## config.mk

```make
export PLATFORM = sky130hd
export DESIGN_NAME = sorted_priority_queue
export DESIGN_NICKNAME = d
export VERILOG_FILES = /design/src/rtl/spq_pkg.sv /design/src/rtl/spq_cell.sv /design/src/rtl/sorted_priority_queue.sv
export SDC_FILE = /design/constraint.sdc
export NUM_CORES = 2
export LEC_CHECK = 0
export BUFFER_PORTS_ARGS = -buffer_cell sky130_fd_sc_hd__buf_2
export CORE_ASPECT_RATIO = 1.1
export CORE_MARGIN = 2
export CORE_UTILIZATION = 35
export CTS_CLUSTER_DIAMETER = 200
export DETAILED_ROUTE_END_ITERATION = 7
export PLACE_DENSITY_LB_ADDON = 0.1
export SYNTH_ARGS = -nofsm -noshare
export SYNTH_HDL_FRONTEND = slang
export SYNTH_SLANG_ARGS = --single-unit
export TNS_END_PERCENT = 10
```

## constraint.sdc

```tcl
create_clock -name clk -period 15.95 [get_ports clk]
set_input_delay 1.595 -clock clk [delete_from_list [all_inputs] [get_ports clk]]
set_output_delay 1.595 -clock clk [all_outputs]
set_load 0.01 [all_outputs]
```

## src/rtl/spq_pkg.sv

```systemverilog
`timescale 1ns / 1ps
`default_nettype none
// ----------------------------------------------------------------------------
// spq_pkg
// shared types and codes for the sorted priority queue cell row
// ----------------------------------------------------------------------------
package spq_pkg;

  localparam int WORD_W  = 32;
  localparam int COUNT_W = 5;
  localparam int CAP_RESET = 16;

  typedef logic [WORD_W-1:0] word_t;

  typedef enum logic {
    OP_ENQ = 1'b0,
    OP_DEQ = 1'b1
  } op_t;

  typedef enum logic [1:0] {
    ST_DONE  = 2'd0,
    ST_FULL  = 2'd1,
    ST_EMPTY = 2'd2
  } status_t;

  typedef struct packed {
    logic enq;
    logic deq;
  } cell_ctrl_t;

endpackage
`default_nettype wire

```

## src/rtl/spq_cell.sv

```systemverilog
`timescale 1ns / 1ps
`default_nettype none
// ----------------------------------------------------------------------------
// spq_cell
// one slot of the sorted row: compares against the broadcast value and
// takes the new value, its upper neighbor or its lower neighbor
// ----------------------------------------------------------------------------
module spq_cell (
  input  wire                      clk,
  input  wire spq_pkg::cell_ctrl_t ctrl,
  input  wire spq_pkg::word_t      value,
  input  wire                      slot_valid,
  input  wire                      prev_take,
  input  wire spq_pkg::word_t      prev_data,
  input  wire spq_pkg::word_t      next_data,
  output logic                     take,
  output spq_pkg::word_t           data
);

  // slot sits at or behind the insert point
  assign take = !slot_valid || ($signed(value) >= $signed(data));

  always_ff @(posedge clk) begin
    if (ctrl.enq && take) begin
      data <= prev_take ? prev_data : value;
    end else if (ctrl.deq) begin
      data <= next_data;
    end
  end

endmodule
`default_nettype wire

```

## src/rtl/sorted_priority_queue.sv

```systemverilog
`timescale 1ns / 1ps
`default_nettype none
// ----------------------------------------------------------------------------
// sorted_priority_queue
// descending sorted store held in a row of shifting cells, head at cell 0
// ----------------------------------------------------------------------------
// result: an accepted transaction is held in op_r and value_r, then executed
//   into the output registers once the output register is free
// a new transaction is accepted only after the previous one has updated
//   the cell row; a held result delays the update
// reset: count cleared, capacity set to 16, no result pending;
//   cell contents are not cleared
module sorted_priority_queue #(
  parameter int DEPTH = 16
) (
  input  wire          clk,
  input  wire          rst,
  input  wire          s_tvalid,
  output logic         s_tready,
  input  wire  [31:0]  s_tdata,   // value[31:0]
  input  wire  [0:0]   s_tuser,   // operation[0]
  output logic         m_tvalid,
  input  wire          m_tready,
  output logic [103:0] m_tdata,   // removed_value[31:0], head_value[63:32],
                                  // tail_value[95:64], entry_count[100:96], zero
  output logic [1:0]   m_tuser,   // status[1:0]
  input  wire          cfg_valid,
  output logic         cfg_ready,
  input  wire  [4:0]   cfg_data   // capacity[4:0]
);

  localparam int IDX_W = (DEPTH > 1) ? $clog2(DEPTH) : 1;
  localparam int CMP_W = (IDX_W + 1 > spq_pkg::COUNT_W) ? IDX_W + 1 : spq_pkg::COUNT_W;

  logic                          busy;
  spq_pkg::op_t                  op_r;
  spq_pkg::word_t                value_r;
  logic [spq_pkg::COUNT_W-1:0]   occupancy;
  logic [spq_pkg::COUNT_W-1:0]   occupancy_next;
  logic [spq_pkg::COUNT_W-1:0]   capacity;
  logic [spq_pkg::COUNT_W-1:0]   cap_limit;
  spq_pkg::word_t                tail;
  spq_pkg::word_t                tail_next;
  spq_pkg::word_t                head_next;
  spq_pkg::word_t                removed_next;
  spq_pkg::status_t              status_next;
  spq_pkg::status_t              status_r;
  spq_pkg::word_t                removed_r;
  spq_pkg::word_t                head_r;
  spq_pkg::word_t                tail_r;
  logic [spq_pkg::COUNT_W-1:0]   count_r;
  logic                          out_free;
  logic                          exec;
  logic                          full;
  logic                          enq_ok;
  logic                          deq_ok;
  spq_pkg::cell_ctrl_t           ctrl;

  spq_pkg::word_t                cell_data  [DEPTH];
  logic                          cell_take  [DEPTH];
  logic                          cell_valid [DEPTH];

  assign s_tready  = !busy;
  assign cfg_ready = 1'b1;
  assign out_free  = !m_tvalid || m_tready;
  assign exec      = busy && out_free;

  always_comb begin
    if (32'(capacity) > DEPTH) begin
      cap_limit = spq_pkg::COUNT_W'(DEPTH);
    end else begin
      cap_limit = capacity;
    end
  end

  assign full   = occupancy >= cap_limit;
  assign enq_ok = exec && (op_r == spq_pkg::OP_ENQ) && !full;
  assign deq_ok = exec && (op_r == spq_pkg::OP_DEQ) && (occupancy != '0);
  assign ctrl   = '{enq: enq_ok, deq: deq_ok};

  genvar gi;
  generate
    for (gi = 0; gi < DEPTH; gi++) begin : g_cell
      logic           prev_take;
      spq_pkg::word_t prev_data;
      spq_pkg::word_t next_data;

      assign cell_valid[gi] = CMP_W'(occupancy) > CMP_W'(gi);

      if (gi == 0) begin : g_first
        assign prev_take = 1'b0;
        assign prev_data = value_r;
      end else begin : g_mid
        assign prev_take = cell_take[gi-1];
        assign prev_data = cell_data[gi-1];
      end

      if (gi == DEPTH - 1) begin : g_last
        assign next_data = cell_data[gi];
      end else begin : g_inner
        assign next_data = cell_data[gi+1];
      end

      spq_cell u_cell (
        .clk        (clk),
        .ctrl       (ctrl),
        .value      (value_r),
        .slot_valid (cell_valid[gi]),
        .prev_take  (prev_take),
        .prev_data  (prev_data),
        .next_data  (next_data),
        .take       (cell_take[gi]),
        .data       (cell_data[gi])
      );
    end
  endgenerate

  always_comb begin
    status_next    = spq_pkg::ST_DONE;
    removed_next   = '0;
    occupancy_next = occupancy;
    tail_next      = tail;
    head_next      = cell_data[0];
    case (op_r)
      spq_pkg::OP_ENQ: begin
        if (full) begin
          status_next = spq_pkg::ST_FULL;
        end else begin
          occupancy_next = occupancy + 1'b1;
          head_next      = cell_take[0] ? value_r : cell_data[0];
          if ((occupancy == '0) || ($signed(value_r) < $signed(tail))) begin
            tail_next = value_r;
          end
        end
      end
      spq_pkg::OP_DEQ: begin
        if (occupancy == '0) begin
          status_next = spq_pkg::ST_EMPTY;
        end else begin
          removed_next   = cell_data[0];
          occupancy_next = occupancy - 1'b1;
          head_next      = cell_data[(DEPTH > 1) ? 1 : 0];
        end
      end
      default: begin
        status_next = spq_pkg::ST_DONE;
      end
    endcase
  end

  always_ff @(posedge clk) begin
    if (rst) begin
      busy      <= 1'b0;
      occupancy <= '0;
      capacity  <= spq_pkg::COUNT_W'(spq_pkg::CAP_RESET);
      m_tvalid  <= 1'b0;
    end else begin
      if (cfg_valid && cfg_ready) begin
        capacity <= cfg_data;
      end
      if (s_tvalid && s_tready) begin
        busy <= 1'b1;
      end else if (exec) begin
        busy <= 1'b0;
      end
      if (exec) begin
        occupancy <= occupancy_next;
        m_tvalid  <= 1'b1;
      end else if (m_tready) begin
        m_tvalid  <= 1'b0;
      end
    end
  end

  always_ff @(posedge clk) begin
    if (s_tvalid && s_tready) begin
      op_r    <= spq_pkg::op_t'(s_tuser[0]);
      value_r <= s_tdata;
    end
    if (exec) begin
      tail      <= tail_next;
      status_r  <= status_next;
      removed_r <= removed_next;
      head_r    <= (occupancy_next == '0) ? '0 : head_next;
      tail_r    <= (occupancy_next == '0) ? '0 : tail_next;
      count_r   <= occupancy_next;
    end
  end

  assign m_tuser = status_r;
  assign m_tdata = {3'b000, count_r, tail_r, head_r, removed_r};

  a_occ_bound: assert property (@(posedge clk) disable iff (rst)
    CMP_W'(occupancy) <= CMP_W'(DEPTH))
    else $error("occupancy above depth");

  a_enq_count: assert property (@(posedge clk) disable iff (rst)
    enq_ok |=> occupancy == $past(occupancy) + 1'b1)
    else $error("enqueue did not grow count");

  a_deq_head: assert property (@(posedge clk) disable iff (rst)
    deq_ok |=> removed_r == $past(cell_data[0]))
    else $error("dequeue lost head entry");

  a_hold_busy: assert property (@(posedge clk) disable iff (rst)
    (busy && !out_free) |=> busy)
    else $error("transaction dropped while output stalled");

endmodule
`default_nettype wire
```

# Yosys cells after proc, flatten, opt, wreduce, memory -nomap -nowiden
# Cells that the tools add are included.
# word_totals
register_bits	692
inputBits	43
out_inout_bits	109
elab_cells	209
# op_classes
addsub	2
magnitude_cmp	35
muxes	63
n_bitwise	1
n_reduce_logical	80
# ops
operator	n
2-to-1 mux 32 bit	51
greater-or-equal comparator 32 bit	16
one-hot mux 32 bit (2 select lines)	1
> comparator 5 x 4 -> 1 bit, second input constant	8
nonzero test 2 bit	17
< comparator 32 bit	1
logical AND 1 bit	22
> comparator 5 x 3 -> 1 bit, second input constant	4
logical NOT 1 bit	19
logical OR 1 bit	18
2-to-1 mux 5 bit	3
> comparator 5 x 1 -> 1 bit, second input constant	2
> comparator 5 x 2 -> 1 bit, second input constant	2
logical NOT 5 bit	2
one-hot mux 5 bit (2 select lines)	1
adder 5 x 1 -> 5 bit, second input constant	1
greater-or-equal comparator 5 bit	1
> comparator 5 bit, second input constant	1
2-to-1 mux 1 bit	5
nonzero test 5 bit	1
subtractor 5 x 1 -> 5 bit, second input constant	1
one-hot mux 2 bit (2 select lines)	1
2-to-1 mux 2 bit	1
OR reduction 2 bit	1
NOT 1 bit	1

# Longest topological paths before layout
# logic_depth
depth_word	7
depth_mapped	15
ltp_nobuf	11

# By module
# Synthesis repeated with hierarchy kept, for this count alone.
# hier_totals
cells_unflattened	4412
area_unflattened_um2	52813.2
# modules_own_cells
module	instances	cells_each	area_each_um2	seq_area_each_um2
spq_cell	16	228	2740.1	960.9
sorted_priority_queue	1	764	8971.1	5285.1

# Worst setup path after synthesis
# No wires, ideal clock.
# synth_path
path_type	in2reg
from	input port m_tready
to	register g_cell[0].u_cell.data[0] (enable)
setup_ns	0.466
arrival_ns	7.411
required_ns	15.484
setup_slack_ns	8.074
cell_stages	6
path_buffers	1
path_cell_list	nand2b_1 nand2_1 inv_1 nand2_1 clkbuf_1 o21ai_0
# synth_via
elab_chain_cells	6
word_cells_on_any_way	8
cone_classes	reduce/logical: 8
# synth_lines
element	line	text
start: declaration	sorted_priority_queue.sv:23	input wire m_tready,
logical OR 1 bit *	sorted_priority_queue.sv:65	assign out_free = !m_tvalid || m_tready;
logical AND 1 bit *	sorted_priority_queue.sv:66	assign exec = busy && out_free;
net exec	sorted_priority_queue.sv:53	logic exec;
logical AND 1 bit (2 in series)	sorted_priority_queue.sv:77	assign enq_ok = exec && (op_r == spq_pkg::OP_ENQ) && !full;
logical AND 1 bit	spq_cell.sv:24	if (ctrl.enq && take) begin
nonzero test 2 bit (no source line) *	--	
end signal: assignment	spq_cell.sv:25	data <= prev_take ? prev_data : value;
end signal: assignment	spq_cell.sv:27	data <= next_data;
end: declaration	spq_cell.sv:17	output spq_pkg::word_t data
# Mark *: on every way through the listed nets, which the timed path passes. The rest lies on a longest branch.
# A chain may end at the register's enable or synchronous reset.

# Worst setup path in the final report
# layout_path
from	register value_r[31], in the netlist g_cell[0].prev_data[31]
to	register g_cell[5].u_cell.data[24] (enable)
# layout_via
elab_chain_cells	4
# layout_lines
element	line	text
start: declaration	sorted_priority_queue.sv:37	spq_pkg::word_t value_r;
start signal: assignment	sorted_priority_queue.sv:178	value_r <= s_tdata;
greater-or-equal comparator 32 bit	spq_cell.sv:21	assign take = !slot_valid || ($signed(value) >= $signed(data));
logical OR 1 bit	spq_cell.sv:21	
logical AND 1 bit	spq_cell.sv:24	
nonzero test 2 bit (no source line)	--	
end signal: assignment	spq_cell.sv:25	
end signal: assignment	spq_cell.sv:27	
end: declaration	spq_cell.sv:17	
# Every way passes these cells.

==> metrics.cfg <==
[power_and_ir_drop]
p_int_mw = 3.87
p_clk_frac = 0.343
seq_power_share = 0.412
p_switching_mw = 1.82
power_frac_comb = 0.245
p_leak_nw = 24.3
p_per_area_nw_per_um2 = 106
peakVddDrop_mv = 0.0781
p_sw_frac = 0.320
power.total_mw = 5.70

[critical_path]
worstPathArrival_ps = 5780
reg2regPathDepth = 13
r2r-start = g_cell[0].prev_data[31]$_DFFE_PP_
cp.required_ps = 16370
reg2reg_setup_slack_ps = 10590
start_kind = flop
end_kind = flop
cp_max_fo = 65
crit_end = g_cell[5].u_cell.data[24]$_DFFE_PP_
critPathLaunch = g_cell[0].prev_data[31]$_DFFE_PP_
crit_type = reg -> reg
rr_endpoint = g_cell[5].u_cell.data[24]$_DFFE_PP_

[synth]
ys_types = 85
yosysTopAreaCell = edfxtp_1
synth_top_area_share = 0.421
synth-edff-count = 680
syn-cell-area_sq_um = 48500
syn_inst = 4849
dominantRegCellSynth = edfxtp_1
synth_seq_cells = 692
ys_async_sr_fraction = 0
yosys-top-cells-area = edfxtp_1 42%, ha_1 14%, mux2i_1 8.7%
avgSynthCellArea_sq_um = 10.0
yosys_warnings = 0
yosysSeqAreaShare = 0.426

[layout]
diodes = 0
area_growth_pct = 11.2
fin_util = 0.391
nFillCells = 13900
ff_latch_area_sq_um = 20700
nets = 5484
multiInputGateArea_sq_um = 24600
layout-drive-gt1-share = 0.0949
layout.cells.non_filler = 6773

[place]
gp_congestion = 0.865
dp.cells = 6609
dp_hpwl_um = 110000
port_buffers = 147
pre_cts_ws_ps = 10190

[global_route]
track_usage = 0.208
overflow = 0
first_global_vias = 36000
antenna_found_initial = 2
grt_pass1_wl_um = 228000
grt_max_degree = 82

[detailed_routing]
ant_nets = 0
vias = 36300
drtIter0Drc = 2606
routed_wl_um = 150000
drc_errors = 0
routedWlPerCell_um = 22.1
via_per_inst = 5.37
drtPass1Iterations = 6

[floorplanning]
initial_core_util = 0.352
ioPinCount = 152
std_cell_rows = 143
die-area_sq_um = 141000
die_h_um = 394
core_sq_um = 138000
die_w_um = 359

[timing]
relSlewSlack = 0.155
final-setup-viol-count = 0
max_freq_mhz = 186
setup_ws_ps = 10590
tightest_slew_ps = 1250
rsz0062_at_grt = false
hold_violations = 0
fin_crit_sh = 0.336
finClkSkew_ps = 27.8
maxSlewViolCount = 0
final.setup.tns_ps = 0
layout_min_cycle_time_ps = 5360

[min_path]
min_path_type = reg -> reg
min_path_cells = 2

[clock_tree]
cts_made_buffers = 89
cts_tree = built
ctsRootBufferMaster = clkbuf_16
clock_latency_ps = 690
cts.sinks = 692
cts_resized = 0
post_cts_buffers = 0
htreeDepth = 3
path_clk_slew_ps = 60
max-clock-path-buffers = 3
cts_hold_buf = 0

[status]
status = completed

[job]
cap_violations = 0

layer usage:
layer | GRT usage | wire length, um | vias to the layer above
met3 | 0.0231 | 5400 | 185
met4 | 0.0734 | 4820 | 0
met1 | 0.265 | 66300 | 17600
li1 | - | - | 17900
met2 | 0.365 | 73300 | 711
met5 | 0 | 0 | -
kinds of logic (layout without fill, tap and decap cells):
group	Yosys count	count (layout)	share of synthesized area
AO/OA/AOI/OAI	1260	1260	0.157
AND/OR/NAND/NOR	963	963	0.0898
buffers and inverters	855	965	0.0718
flip-flops	692	692	0.426
adder cells (fa/ha/maj)	553	553	0.143
multiplexers	521	521	0.112
XOR/XNOR	3	3	0.000542
other	2	4	0.000155
critical path: stages, from the launching register on:
cell and delay [ps]:
edfxtp_1 350, buf_4 480, ha_1 570, buf_4 330
nand3_1 100, nor2_1 50, a21oi_1 240, a31oi_2 60
buf_4 280, nor3b_4 200, buf_4 350, a211o_2 850
nand2_1 740, buf_4 440
worst min path at each step:
stage,from,to
floorplan,capacity[0]$_SDFFE_PP0P_,capacity[0]$_SDFFE_PP0P_
global placement,capacity[0]$_SDFFE_PP0P_,capacity[0]$_SDFFE_PP0P_
detailed placement,capacity[0]$_SDFFE_PP0P_,capacity[0]$_SDFFE_PP0P_
CTS,capacity[0]$_SDFFE_PP0P_,capacity[0]$_SDFFE_PP0P_
global route,capacity[0]$_SDFFE_PP0P_,capacity[0]$_SDFFE_PP0P_
finish,capacity[0]$_SDFFE_PP0P_,capacity[0]$_SDFFE_PP0P_
cells in the final DEF (no fill, tap or decap), types with 26 or more instances in the layout:
cell type / instances
clkbuf_1: 26
ha_1: 553
edfxtp_1: 680
a222oi_1: 32
nand3_1: 58
o32a_1: 33
nand2_1: 262
a21o_1: 37
a22o_1: 33
buf_2: 147
mux2_2: 35
a21oi_1: 694
nand4_1: 100
o21ai_1: 138
nor2_1: 396
mux2_1: 42
buf_4: 101
mux2i_1: 419
o21ai_0: 64
clkbuf_16: 96
o311a_1: 35
o211ai_1: 55
inv_1: 551
power groups by stage:
stage | Clock (mW) | Sequential, mW | Combinational [mW]
after floorplan | 0 | 2.38 | 0.973
after global placement | 0 | 2.38 | 1.39
after detailed placement | 0 | 2.38 | 1.41
after CTS | 2.01 | 2.35 | 1.42
after global routing | 2.08 | 2.36 | 1.57
final | 1.96 | 2.35 | 1.40
cells in the mapped netlist, drive strengths merged, types with 24 or more instances:
| library cell | n |
|---|---|
| clkbuf | 174 |
| a22o | 33 |
| nor2 | 401 |
| inv | 552 |
| o32a | 33 |
| o311a | 35 |
| a21oi | 695 |
| edfxtp | 680 |
| nand4 | 100 |
| nor2b | 24 |
| mux2 | 98 |
| nand2 | 264 |
| o211ai | 55 |
| buf | 128 |
| ha | 553 |
| a222oi | 32 |
| nand3 | 62 |
| a21o | 37 |
| mux2i | 423 |
| o21ai | 207 |
flip-flops by register name, summed over array words and instances, names as in the netlist:
register	count
removed_r	32
g_cell.prev_data	32
occupancy	5
count_r	5
head_r	32
op_r	1
m_tuser	2
capacity	5
tail_r	32
m_tvalid	1
busy	1
g_cell.u_cell.data	512
tail	32
cell type report:
| class | count | share of cell area |
|---|---|---|
| clock buffers | 122 | 0.0464 |
| clock inverters | 42 | 0.00471 |
| inverters | 553 | 0.0386 |
| multi-input cells | 3304 | 0.457 |
| flip-flops and latches | 692 | 0.383 |
| well taps | 1812 | 0.0421 |
| repair buffers | 248 | 0.0277 |
through the flow:
| step | area, sq um | hold slack, ps |
|---|---|---|
| floorplan | 48500 | 452 |
| global placement | 51100 | 486 |
| detailed placement | 51100 | 482 |
| CTS | 53900 | 500 |
| global route | 53900 | 522 |
| finish | 53900 | 489 |
Note: power is estimated with default switching activity, not from simulation.
